--- src/rtl/text_console_cursor_controller_top_assert.svh ---
// Assertion macros shared by the console controller modules.
// Each module that uses them has ports named i_clk and i_rst_n.
`ifndef TEXT_CONSOLE_CURSOR_CONTROLLER_TOP_ASSERT_SVH
`define TEXT_CONSOLE_CURSOR_CONTROLLER_TOP_ASSERT_SVH

// A property checked at every clock edge outside reset.
`define TCC_ASSERT(name, prop, msg) \
    name: assert property (@(posedge i_clk) disable iff (!i_rst_n) prop) \
        else $error(msg);

// A condition that must be followed by a consequence in the next cycle.
`define TCC_ASSERT_NEXT(name, ante, cons, msg) \
    `TCC_ASSERT(name, (ante) |=> (cons), msg)

`endif

--- src/rtl/tcc_pkg.sv ---
package tcc_pkg;

    localparam int GLYPH_HEIGHT = 16;
    localparam logic [7:0] FIRST_PRINTABLE = 8'd32;
    localparam logic [7:0] LAST_PRINTABLE = 8'd126;

    localparam int OUT_DEPTH = 4;

    localparam logic [1:0] CMD_PUT = 2'd0;
    localparam logic [1:0] CMD_FLUSH = 2'd1;
    localparam logic [1:0] CMD_CLEAR = 2'd2;
    localparam logic [1:0] CMD_RESERVED = 2'd3;

    localparam logic [1:0] ACT_DRAW = 2'd0;
    localparam logic [1:0] ACT_SCROLL = 2'd1;
    localparam logic [1:0] ACT_CLEAR = 2'd2;
    localparam logic [1:0] ACT_COPY = 2'd3;

    localparam logic [1:0] CFG_COLUMNS = 2'd0;
    localparam logic [1:0] CFG_ROWS = 2'd1;
    localparam logic [1:0] CFG_LINES = 2'd2;

    localparam logic [7:0] RST_COLUMNS = 8'd80;
    localparam logic [6:0] RST_ROWS = 7'd25;
    localparam logic [11:0] RST_LINES = 12'd400;

    localparam logic [7:0] CHR_BS = 8'h08;
    localparam logic [7:0] CHR_TAB = 8'h09;
    localparam logic [7:0] CHR_LF = 8'h0A;
    localparam logic [7:0] CHR_CR = 8'h0D;
    localparam logic [7:0] CHR_SPACE = 8'h20;
    localparam logic [7:0] CHR_QUESTION = 8'h3F;

    localparam logic [8:0] TAB_MASK = 9'h1F8;
    localparam logic [7:0] DIRTY_EMPTY_LOW = 8'hFF;

    typedef struct packed {
        logic [7:0] columns;
        logic [6:0] rows;
        logic [11:0] lines;
    } t_cfg;

    typedef struct packed {
        logic [1:0] action;
        logic [7:0] cell_col;
        logic [6:0] cell_row;
        logic [7:0] glyph_code;
        logic [11:0] first_line;
        logic [11:0] end_line;
        logic last;
    } t_result;

    typedef struct packed {
        logic [1:0] count;
        t_result slot1;
        t_result slot0;
    } t_emit;

endpackage

--- src/rtl/tcc_cmd_if.sv ---
interface tcc_cmd_if;
    logic valid;
    logic ready;
    logic [1:0] command;
    logic [7:0] char_code;

    modport source(output valid, output command, output char_code, input ready);
    modport sink(input valid, input command, input char_code, output ready);
endinterface

--- src/rtl/tcc_res_if.sv ---
interface tcc_res_if;
    logic valid;
    logic ready;
    logic [1:0] action;
    logic [7:0] cell_col;
    logic [6:0] cell_row;
    logic [7:0] glyph_code;
    logic [11:0] first_line;
    logic [11:0] end_line;
    logic last;

    modport source(
        output valid, output action, output cell_col, output cell_row,
        output glyph_code, output first_line, output end_line, output last,
        input ready
    );
    modport sink(
        input valid, input action, input cell_col, input cell_row,
        input glyph_code, input first_line, input end_line, input last,
        output ready
    );
endinterface

--- src/rtl/tcc_engine.sv ---
`include "text_console_cursor_controller_top_assert.svh"

module tcc_engine import tcc_pkg::*; (
    input  logic       i_clk,
    input  logic       i_rst_n,
    input  logic       i_accept,
    input  logic [1:0] i_command,
    input  logic [7:0] i_char_code,
    input  t_cfg       i_cfg,
    output t_emit      o_emit
);

    logic [7:0] r_col, n_col;
    logic [6:0] r_row, n_row;
    logic [7:0] r_low, n_low;
    logic [6:0] r_high, n_high;

    function automatic t_result copy_result(logic [7:0] low, logic [6:0] high,
                                            logic [11:0] lines);
        t_result r;
        logic [12:0] y0;
        logic [12:0] y1;
        r = '0;
        r.action = ACT_COPY;
        y0 = 13'(low) * 13'(GLYPH_HEIGHT);
        y1 = (13'(high) + 13'd1) * 13'(GLYPH_HEIGHT);
        if (y1 > {1'b0, lines}) begin
            y1 = {1'b0, lines};
        end
        if (y0 > y1) begin
            y0 = y1;
        end
        r.first_line = y0[11:0];
        r.end_line = y1[11:0];
        return r;
    endfunction

    function automatic t_result draw_result(logic [7:0] col, logic [6:0] row,
                                            logic [7:0] code);
        t_result r;
        r = '0;
        r.action = ACT_DRAW;
        r.cell_col = col;
        r.cell_row = row;
        if (code < FIRST_PRINTABLE || code > LAST_PRINTABLE) begin
            r.glyph_code = CHR_QUESTION;
        end else begin
            r.glyph_code = code;
        end
        return r;
    endfunction

    logic [7:0] cols_eff;
    logic [6:0] rows_eff;
    logic [7:0] row_inc;
    logic [8:0] col_inc;
    logic [8:0] tab_stop;
    logic [7:0] col_back;
    logic       do_draw;
    logic       do_newline;
    logic [7:0] draw_col;
    logic [7:0] draw_code;
    t_result    scroll_res;
    t_result    clear_res;

    assign cols_eff = (i_cfg.columns == 8'd0) ? 8'd1 : i_cfg.columns;
    assign rows_eff = (i_cfg.rows == 7'd0) ? 7'd1 : i_cfg.rows;
    assign row_inc = {1'b0, r_row} + 8'd1;
    assign col_inc = {1'b0, r_col} + 9'd1;
    assign tab_stop = ({1'b0, r_col} + 9'd8) & TAB_MASK;
    assign col_back = (r_col != 8'd0) ? r_col - 8'd1 : r_col;

    always_comb begin
        scroll_res = '0;
        scroll_res.action = ACT_SCROLL;
        clear_res = '0;
        clear_res.action = ACT_CLEAR;
    end

    always_comb begin
        n_col = r_col;
        n_row = r_row;
        n_low = r_low;
        n_high = r_high;
        o_emit = '0;
        do_draw = 1'b0;
        do_newline = 1'b0;
        draw_col = r_col;
        draw_code = i_char_code;

        unique case (i_command)
            CMD_PUT: begin
                unique case (i_char_code)
                    CHR_LF: begin
                        do_newline = 1'b1;
                    end
                    CHR_CR: begin
                        n_col = 8'd0;
                    end
                    CHR_TAB: begin
                        if (tab_stop >= {1'b0, cols_eff}) begin
                            do_newline = 1'b1;
                        end else begin
                            n_col = tab_stop[7:0];
                        end
                    end
                    CHR_BS: begin
                        n_col = col_back;
                        do_draw = 1'b1;
                        draw_col = col_back;
                        draw_code = CHR_SPACE;
                    end
                    default: begin
                        do_draw = 1'b1;
                        if (col_inc >= {1'b0, cols_eff}) begin
                            do_newline = 1'b1;
                        end else begin
                            n_col = col_inc[7:0];
                        end
                    end
                endcase

                if (do_draw) begin
                    o_emit.slot0 = draw_result(draw_col, r_row, draw_code);
                    o_emit.count = 2'd1;
                    if ({1'b0, r_row} < r_low) begin
                        n_low = {1'b0, r_row};
                    end
                    if (r_row > r_high) begin
                        n_high = r_row;
                    end
                end

                if (do_newline) begin
                    n_col = 8'd0;
                    if (row_inc >= {1'b0, rows_eff}) begin
                        n_row = rows_eff - 7'd1;
                        n_low = 8'd0;
                        n_high = rows_eff - 7'd1;
                        if (do_draw) begin
                            o_emit.slot1 = scroll_res;
                            o_emit.count = 2'd2;
                        end else begin
                            o_emit.slot0 = scroll_res;
                            o_emit.count = 2'd1;
                        end
                    end else begin
                        n_row = row_inc[6:0];
                    end
                end
            end
            CMD_FLUSH: begin
                if (r_low <= {1'b0, r_high}) begin
                    o_emit.slot0 = copy_result(r_low, r_high, i_cfg.lines);
                    o_emit.count = 2'd1;
                    n_low = DIRTY_EMPTY_LOW;
                    n_high = 7'd0;
                end
            end
            CMD_CLEAR: begin
                n_col = 8'd0;
                n_row = 7'd0;
                o_emit.slot0 = clear_res;
                o_emit.slot1 = copy_result(8'd0, rows_eff - 7'd1, i_cfg.lines);
                o_emit.count = 2'd2;
                n_low = DIRTY_EMPTY_LOW;
                n_high = 7'd0;
            end
            default: begin
            end
        endcase

        if (o_emit.count == 2'd1) begin
            o_emit.slot0.last = 1'b1;
        end
        if (o_emit.count == 2'd2) begin
            o_emit.slot1.last = 1'b1;
        end
    end

    always_ff @(posedge i_clk) begin
        if (!i_rst_n) begin
            r_col <= 8'd0;
            r_row <= 7'd0;
            r_low <= DIRTY_EMPTY_LOW;
            r_high <= 7'd0;
        end else if (i_accept) begin
            r_col <= n_col;
            r_row <= n_row;
            r_low <= n_low;
            r_high <= n_high;
        end
    end

    `TCC_ASSERT(a_reserved_silent, (i_accept && i_command == CMD_RESERVED) |-> (o_emit.count == 2'd0), "reserved command produced a result")
    `TCC_ASSERT(a_flush_twice_empty, (i_accept && i_command == CMD_FLUSH) ##1 (i_accept && i_command == CMD_FLUSH) |-> (o_emit.count == 2'd0), "second flush found a dirty range")
    `TCC_ASSERT_NEXT(a_clear_homes_cursor, i_accept && i_command == CMD_CLEAR, r_col == 8'd0 && r_row == 7'd0 && r_low == DIRTY_EMPTY_LOW, "clear left cursor or dirty range set")

endmodule

--- src/rtl/tcc_out_fifo.sv ---
`include "text_console_cursor_controller_top_assert.svh"

module tcc_out_fifo import tcc_pkg::*; #(
    parameter int DEPTH = OUT_DEPTH
) (
    input  logic    i_clk,
    input  logic    i_rst_n,
    input  t_emit   i_emit,
    output logic    o_space,
    output logic    o_valid,
    input  logic    i_pop,
    output t_result o_data
);

    localparam int AW = $clog2(DEPTH);
    localparam int CW = $clog2(DEPTH + 1);

    t_result         r_mem [DEPTH];
    logic [AW-1:0]   r_wr;
    logic [AW-1:0]   r_rd;
    logic [CW-1:0]   r_cnt;
    logic            pop_ok;

    assign pop_ok = i_pop && (r_cnt != '0);
    assign o_valid = (r_cnt != '0);
    assign o_space = (r_cnt <= CW'(DEPTH - 2));
    assign o_data = r_mem[r_rd];

    always_ff @(posedge i_clk) begin
        if (i_emit.count != 2'd0) begin
            r_mem[r_wr] <= i_emit.slot0;
        end
        if (i_emit.count == 2'd2) begin
            r_mem[r_wr + AW'(1)] <= i_emit.slot1;
        end
    end

    always_ff @(posedge i_clk) begin
        if (!i_rst_n) begin
            r_wr <= '0;
            r_rd <= '0;
            r_cnt <= '0;
        end else begin
            r_wr <= r_wr + AW'(i_emit.count);
            r_rd <= r_rd + AW'(pop_ok);
            r_cnt <= r_cnt + CW'(i_emit.count) - CW'(pop_ok);
        end
    end

    `TCC_ASSERT(a_no_overflow, r_cnt <= CW'(DEPTH), "result queue holds more than its depth")
    `TCC_ASSERT(a_push_has_room, (i_emit.count != 2'd0) |-> o_space, "results pushed without room")
    `TCC_ASSERT_NEXT(a_count_tracks, 1'b1, r_cnt == $past(r_cnt) + CW'($past(i_emit.count)) - CW'($past(pop_ok)), "queue count lost a transaction")

endmodule

--- src/rtl/text_console_cursor_controller_top.sv ---
// Text console cursor and scroll controller.
// Command channel i_cmd: each transaction carries a command (put character,
// flush dirty rows, clear screen) and a character byte. Result channel o_res:
// each transaction carries one draw, scroll, clear or copy command, with last
// set on the final result of a command. Commands may cause zero, one or two
// results. Configuration (columns, rows, screen lines) is written through
// i_cfg_we, i_cfg_idx and i_cfg_data; the user must write it only while
// the block is idle, which the block itself does not enforce. The results
// of an accepted command are written into the result queue and are offered
// once earlier results have drained. A command is accepted in every cycle
// while the result queue has room for two results; the queue drains one
// result per cycle while o_res.ready is high.
// Reset clears the cursor to the top left, empties the dirty range, empties
// the result queue, holds i_cmd.ready low and loads 80 columns, 25 rows and
// 400 lines.
// When the receiver holds o_res.ready low, results wait in the queue and
// i_cmd.ready falls once fewer than two entries are free.
module text_console_cursor_controller_top import tcc_pkg::*; #(
    parameter int OUT_DEPTH_P = OUT_DEPTH
) (
    input  logic        i_clk,
    input  logic        i_rst_n,
    input  logic        i_cfg_we,
    input  logic [1:0]  i_cfg_idx,
    input  logic [11:0] i_cfg_data,
    tcc_cmd_if.sink     i_cmd,
    tcc_res_if.source   o_res
);

    t_cfg    r_cfg;
    t_emit   emit;
    t_result head;
    logic    space;
    logic    accept;

    always_ff @(posedge i_clk) begin
        if (!i_rst_n) begin
            r_cfg.columns <= RST_COLUMNS;
            r_cfg.rows <= RST_ROWS;
            r_cfg.lines <= RST_LINES;
        end else if (i_cfg_we) begin
            unique case (i_cfg_idx)
                CFG_COLUMNS: r_cfg.columns <= i_cfg_data[7:0];
                CFG_ROWS:    r_cfg.rows <= i_cfg_data[6:0];
                CFG_LINES:   r_cfg.lines <= i_cfg_data;
                default: begin
                end
            endcase
        end
    end

    assign i_cmd.ready = space && i_rst_n;
    assign accept = i_cmd.valid && space && i_rst_n;

    tcc_engine u_engine (
        .i_clk       (i_clk),
        .i_rst_n     (i_rst_n),
        .i_accept    (accept),
        .i_command   (i_cmd.command),
        .i_char_code (i_cmd.char_code),
        .i_cfg       (r_cfg),
        .o_emit      (emit)
    );

    t_emit push;

    always_comb begin
        push = emit;
        if (!accept) begin
            push.count = 2'd0;
        end
    end

    tcc_out_fifo #(
        .DEPTH (OUT_DEPTH_P)
    ) u_out_fifo (
        .i_clk   (i_clk),
        .i_rst_n (i_rst_n),
        .i_emit  (push),
        .o_space (space),
        .o_valid (o_res.valid),
        .i_pop   (o_res.ready),
        .o_data  (head)
    );

    assign o_res.action = head.action;
    assign o_res.cell_col = head.cell_col;
    assign o_res.cell_row = head.cell_row;
    assign o_res.glyph_code = head.glyph_code;
    assign o_res.first_line = head.first_line;
    assign o_res.end_line = head.end_line;
    assign o_res.last = head.last;

endmodule

--- src/flat_wrapper.sv ---
// flat-port wrapper written by rule: the top's interface ports become plain ports
module text_console_cursor_controller_top_flat import tcc_pkg::*;
#(
    parameter int OUT_DEPTH_P = OUT_DEPTH
)
  (i_clk, i_rst_n, i_cfg_we, i_cfg_idx, i_cfg_data, i_cmd_valid, i_cmd_command, i_cmd_char_code, i_cmd_ready, o_res_valid, o_res_action, o_res_cell_col, o_res_cell_row, o_res_glyph_code, o_res_first_line, o_res_end_line, o_res_last, o_res_ready);
  tcc_cmd_if i_cmd_i ();
  tcc_res_if o_res_i ();
  input  logic i_clk;
  input  logic i_rst_n;
  input  logic i_cfg_we;
  input  logic [1:0] i_cfg_idx;
  input  logic [11:0] i_cfg_data;
  input wire logic [$bits(i_cmd_i.valid)-1:0] i_cmd_valid;
  input wire logic [$bits(i_cmd_i.command)-1:0] i_cmd_command;
  input wire logic [$bits(i_cmd_i.char_code)-1:0] i_cmd_char_code;
  output wire logic [$bits(i_cmd_i.ready)-1:0] i_cmd_ready;
  output wire logic [$bits(o_res_i.valid)-1:0] o_res_valid;
  output wire logic [$bits(o_res_i.action)-1:0] o_res_action;
  output wire logic [$bits(o_res_i.cell_col)-1:0] o_res_cell_col;
  output wire logic [$bits(o_res_i.cell_row)-1:0] o_res_cell_row;
  output wire logic [$bits(o_res_i.glyph_code)-1:0] o_res_glyph_code;
  output wire logic [$bits(o_res_i.first_line)-1:0] o_res_first_line;
  output wire logic [$bits(o_res_i.end_line)-1:0] o_res_end_line;
  output wire logic [$bits(o_res_i.last)-1:0] o_res_last;
  input wire logic [$bits(o_res_i.ready)-1:0] o_res_ready;
  assign i_cmd_i.valid = i_cmd_valid;
  assign i_cmd_i.command = i_cmd_command;
  assign i_cmd_i.char_code = i_cmd_char_code;
  assign i_cmd_ready = i_cmd_i.ready;
  assign o_res_valid = o_res_i.valid;
  assign o_res_action = o_res_i.action;
  assign o_res_cell_col = o_res_i.cell_col;
  assign o_res_cell_row = o_res_i.cell_row;
  assign o_res_glyph_code = o_res_i.glyph_code;
  assign o_res_first_line = o_res_i.first_line;
  assign o_res_end_line = o_res_i.end_line;
  assign o_res_last = o_res_i.last;
  assign o_res_i.ready = o_res_ready;
  text_console_cursor_controller_top #(.OUT_DEPTH_P(OUT_DEPTH_P)) u_core (.i_clk(i_clk), .i_rst_n(i_rst_n), .i_cfg_we(i_cfg_we), .i_cfg_idx(i_cfg_idx), .i_cfg_data(i_cfg_data), .i_cmd(i_cmd_i), .o_res(o_res_i));
endmodule
--- config.mk ---
export PLATFORM = sky130hd
export DESIGN_NAME = text_console_cursor_controller_top_flat
export DESIGN_NICKNAME = d
export VERILOG_FILES = /design/src/rtl/tcc_pkg.sv /design/src/rtl/tcc_cmd_if.sv /design/src/rtl/tcc_res_if.sv /design/src/rtl/tcc_engine.sv /design/src/rtl/tcc_out_fifo.sv /design/src/rtl/text_console_cursor_controller_top.sv /design/src/flat_wrapper.sv
export VERILOG_INCLUDE_DIRS = /design/src /design/src/rtl
export SDC_FILE = /design/constraint.sdc
export NUM_CORES = 1
export LEC_CHECK = 0
export BUFFER_PORTS_ARGS = -buffer_cell sky130_fd_sc_hd__buf_2
export CORE_MARGIN = 4
export CORE_UTILIZATION = 63
export DETAILED_ROUTE_END_ITERATION = 10
export PLACE_DENSITY = 0.82
export SLEW_MARGIN = 15
export SYNTH_ARGS = -nofsm -noshare
export SYNTH_HDL_FRONTEND = slang
export SYNTH_HIERARCHICAL = 1
export SYNTH_SLANG_ARGS = --single-unit
--- constraint.sdc ---
create_clock -name i_clk -period 10.9 [get_ports i_clk]
set_clock_uncertainty 0.2 [all_clocks]
set_input_delay 0.545 -clock i_clk [delete_from_list [all_inputs] [get_ports i_clk]]
set_output_delay 0.545 -clock i_clk [all_outputs]
set_load 0.1 [all_outputs]
==> results.py <==
metrics = {
    "clock_network": {
        "cts_root_buf": "clkbuf_16",
        "cts.sinks": 264,
        "cts_made_buffers": 29,
        "clockBufferDepth": 3,
        "cts_tree": "done",
        "cts_max_level": 1,
        "cts_setup_buffers": 0,
        "cts_resized": 0,
        "cts_hold_buf": 0,
        "clk_latency_ps": 530,
        "clkTransAtPathRegs_ps": 60,
    },
    "global_routing": {
        "gr-usage-met3_pct": 4.13,
        "grt_use_met1_pct": 37.4,
        "grt_pass1_vias": 11000,
        "grt_pass1_wl_um": 60400,
        "grt-ovfl-total": 0,
        "grt_usage_pct": 26.2,
        "grt-busiest-layer": "met2",
        "grt_max_degree": 63,
        "met2_usage_pct": 42.6,
        "antenna_found_initial": 3,
    },
    "power_and_ir_drop": {
        "net-switching-power_mw": 1.08,
        "pwr-share-seq_pct": 39.0,
        "ir_drop_mv": 0.159,
        "leakagePower_nw": 6.89,
        "p_per_area_nw_per_um2": 170,
        "internal-power_mw": 1.89,
        "comb_power_share_pct": 29.6,
        "swShare_pct": 36.4,
        "total_power_mw": 2.98,
        "pwr-share-clk_pct": 31.4,
    },
    "synth": {
        "ys_top_cells_by_area": "edfxtp_1 37%, mux2_2 13%, dfxtp_1 7.9%",
        "yosysSeqAreaShare_pct": 44.7,
        "ys_seq_elements": 264,
        "synth-main-ff-cell": "edfxtp_1",
        "synthesis.area_um2": 16300,
        "synth_cell_types": 80,
        "syn_inst": 1323,
        "avgSynthCellArea_um2": 12.3,
        "synth_edf_count": 200,
        "yosysTopAreaCell": "edfxtp_1",
        "synth_top_area_share_pct": 36.8,
        "yosys_warnings": 6,
        "async_reset_ff_share_pct": 0,
    },
    "timing": {
        "drv_slew": 0,
        "fin_crit_sh_pct": 51.6,
        "setup_viol": 0,
        "setup_tns_ps": 0,
        "tightest_slew_ps": 1220,
        "slew_headroom_pct": 18.2,
        "rsz0062_at_grt": "no",
        "fin_crit_ps": 5620,
        "max_freq_mhz": 178,
        "hold_viol": 0,
    },
    "finish": {
        "drive_above_1_share_pct": 28.3,
        "area_growth_syn_to_layout_pct": 7.65,
        "multi_input_area_um2": 8210,
        "utilization_pct": 69.3,
        "layout_common_cells": "200 x edfxtp_1, 188 x mux2_2, 83 x ha_1",
        "final-seq-area_um2": 7290,
        "final_common_cell": "edfxtp_1",
        "fillers": 1718,
        "fin_nets": 1480,
    },
    "floorplan": {
        "initial_core_util_pct": 64.4,
        "dieWidth_um": 169,
        "die_h_um": 169,
        "ios": 81,
        "core_area_um2": 25300,
        "dieArea_um2": 28500,
        "num_rows": 58,
    },
    "detailed_routing": {
        "drc": 0,
        "vias_per_cell": 6.31,
        "vias": 10800,
        "routedWlPerCell_um": 21.7,
        "drtIter0Drc": 1040,
        "first_pass_iters": 6,
        "antenna_left": 0,
        "wl_um": 37400,
    },
    "place": {
        "routabilityCongestion": 0.934,
        "io_buffer_count": 80,
        "hpwl_um": 24800,
    },
    "worst_setup_path": {
        "end_kind": "register",
        "path_max_fanout": 15,
        "critPathLaunchType": "register",
        "worstSetupPathType": "reg2reg",
        "critPathRequiredTime_ps": 11100,
        "crit_arrival_ps": 5820,
    },
    "outcome": {
        "outcome": "finished, final reports clean",
    },
    "min_path": {
        "hold_class": "in2reg",
    },
    "run": {
        "cap_violations": 0,
    },
}
==> state kept, by name, indices dropped and copies added (netlist names) <==
name and cells:
u_core/u_out_fifo/r_cnt 3, u_core/u_engine/r_low 8, u_core/u_engine/r_row 7, u_core/u_engine/r_col 8, u_core/r_cfg 27, u_core/u_out_fifo/r_rd 2
u_core/u_engine/r_high 7, u_core/u_out_fifo/r_wr 2, u_core/u_out_fifo/r_mem 200
==> critical path, stage by stage, from the launching register on <==
cell	delay, ps
dfxtp_1	530
ha_1	270
nand3_1	110
xnor2_1	280
ha_1	210
a21oi_1	60
o21ai_0	150
a21oi_1	70
a31oi_1	890
mux2i_1	410
ha_1	410
and4_1	200
a221oi_1	70
o21ai_0	140
o31a_1	550
nor2_1	90
a211oi_1	540
mux2_2	300
==> synthesized netlist by cell type (all sizes together), types with 3 or more instances <==
| library cell | count |
|---|---|
| a211oi | 7 |
| a21o | 11 |
| a21oi | 30 |
| a221o | 10 |
| a221oi | 4 |
| a22o | 6 |
| a31oi | 4 |
| and2 | 22 |
| and3 | 8 |
| and3b | 3 |
| and4 | 3 |
| buf | 78 |
| clkbuf | 34 |
| dfxtp | 64 |
| edfxtp | 200 |
| ha | 83 |
| inv | 66 |
| mux2 | 206 |
| mux2i | 53 |
| mux4 | 50 |
| nand2 | 76 |
| nand2b | 9 |
| nand3 | 26 |
| nand4 | 9 |
| nand4b | 9 |
| nor2 | 74 |
| nor2b | 16 |
| nor3 | 12 |
| nor3b | 3 |
| nor4 | 8 |
| o2111ai | 3 |
| o211ai | 6 |
| o21a | 7 |
| o21ai | 31 |
| o21bai | 6 |
| o2bb2ai | 4 |
| o31ai | 13 |
| or2 | 3 |
| or3 | 7 |
| xnor2 | 16 |
| xor2 | 10 |
==> logic make-up (layout without fill, tap and decap cells) <==
group	Yosys count	count (layout)	synth area share, %
compound gates	163	163	7.08
xor+xnor	28	28	1.67
fa+ha+maj	84	84	6.49
buf+inv	178	208	6.00
flops	264	264	44.7
mux	309	309	24.4
other cells	1	38	0.0230
simple gates	296	296	9.63
==> power groups by stage <==
stage | sequential, mW | combinational [mW] | clock, mW
detailed placement | 1.18 | 0.880 | 0
finish | 1.16 | 0.881 | 0.936
global placement | 1.18 | 0.874 | 0
global route | 1.16 | 0.926 | 0.995
CTS | 1.16 | 0.883 | 0.948
floorplan | 1.15 | 0.782 | 0
==> layout make-up <==
cell class / count / area share, %
Tap cell: 330 / 2.35
Clock inverter: 11 / 0.599
Antenna cell: 2 / 0.0285
Inverter: 66 / 1.41
Sequential cell: 264 / 41.6
Multi-Input combinational cell: 916 / 46.8
Clock buffer: 41 / 4.56
Timing Repair Buffer: 90 / 2.71
==> metrics by stage <==
| stage | instances | worst slack (ps) | hold WS [ps] | instance area [µm²] |
|---|---|---|---|---|
| floorplan | 1358 | 3260 | 234 | 16400 |
| global placement | 1666 | 5420 | 248 | 16600 |
| detailed placement | 1666 | 5390 | 259 | 16600 |
| CTS | 1718 | 5350 | 38.6 | 17500 |
| global route | 1720 | 4900 | 57.5 | 17500 |
| finish | 1720 | 5280 | 57.2 | 17500 |
==> worst paths after layout <==
kind         slack (ps)                             end  cells after the start                       from
max                5280  u_core/u_out_fifo/r_mem[0][17]                     17  u_core/u_engine/r_high[0]
min reg2reg         260                u_core/r_cfg[26]                      2           u_core/r_cfg[26]
max reg2reg        5280  u_core/u_out_fifo/r_mem[0][17]                     17  u_core/u_engine/r_high[0]
min                  60                u_core/r_cfg[11]                      3             i_cfg_data[11]
==> per-layer routing <==
metal	wire length (µm)	up-vias	part of all wire [%]
met5	0	-	0
met4	618	0	1.7
met3	2840	52	7.6
met2	17700	455	47
met1	16200	5319	43
li1	-	5020	-
(Power assumes the default switching activity.)
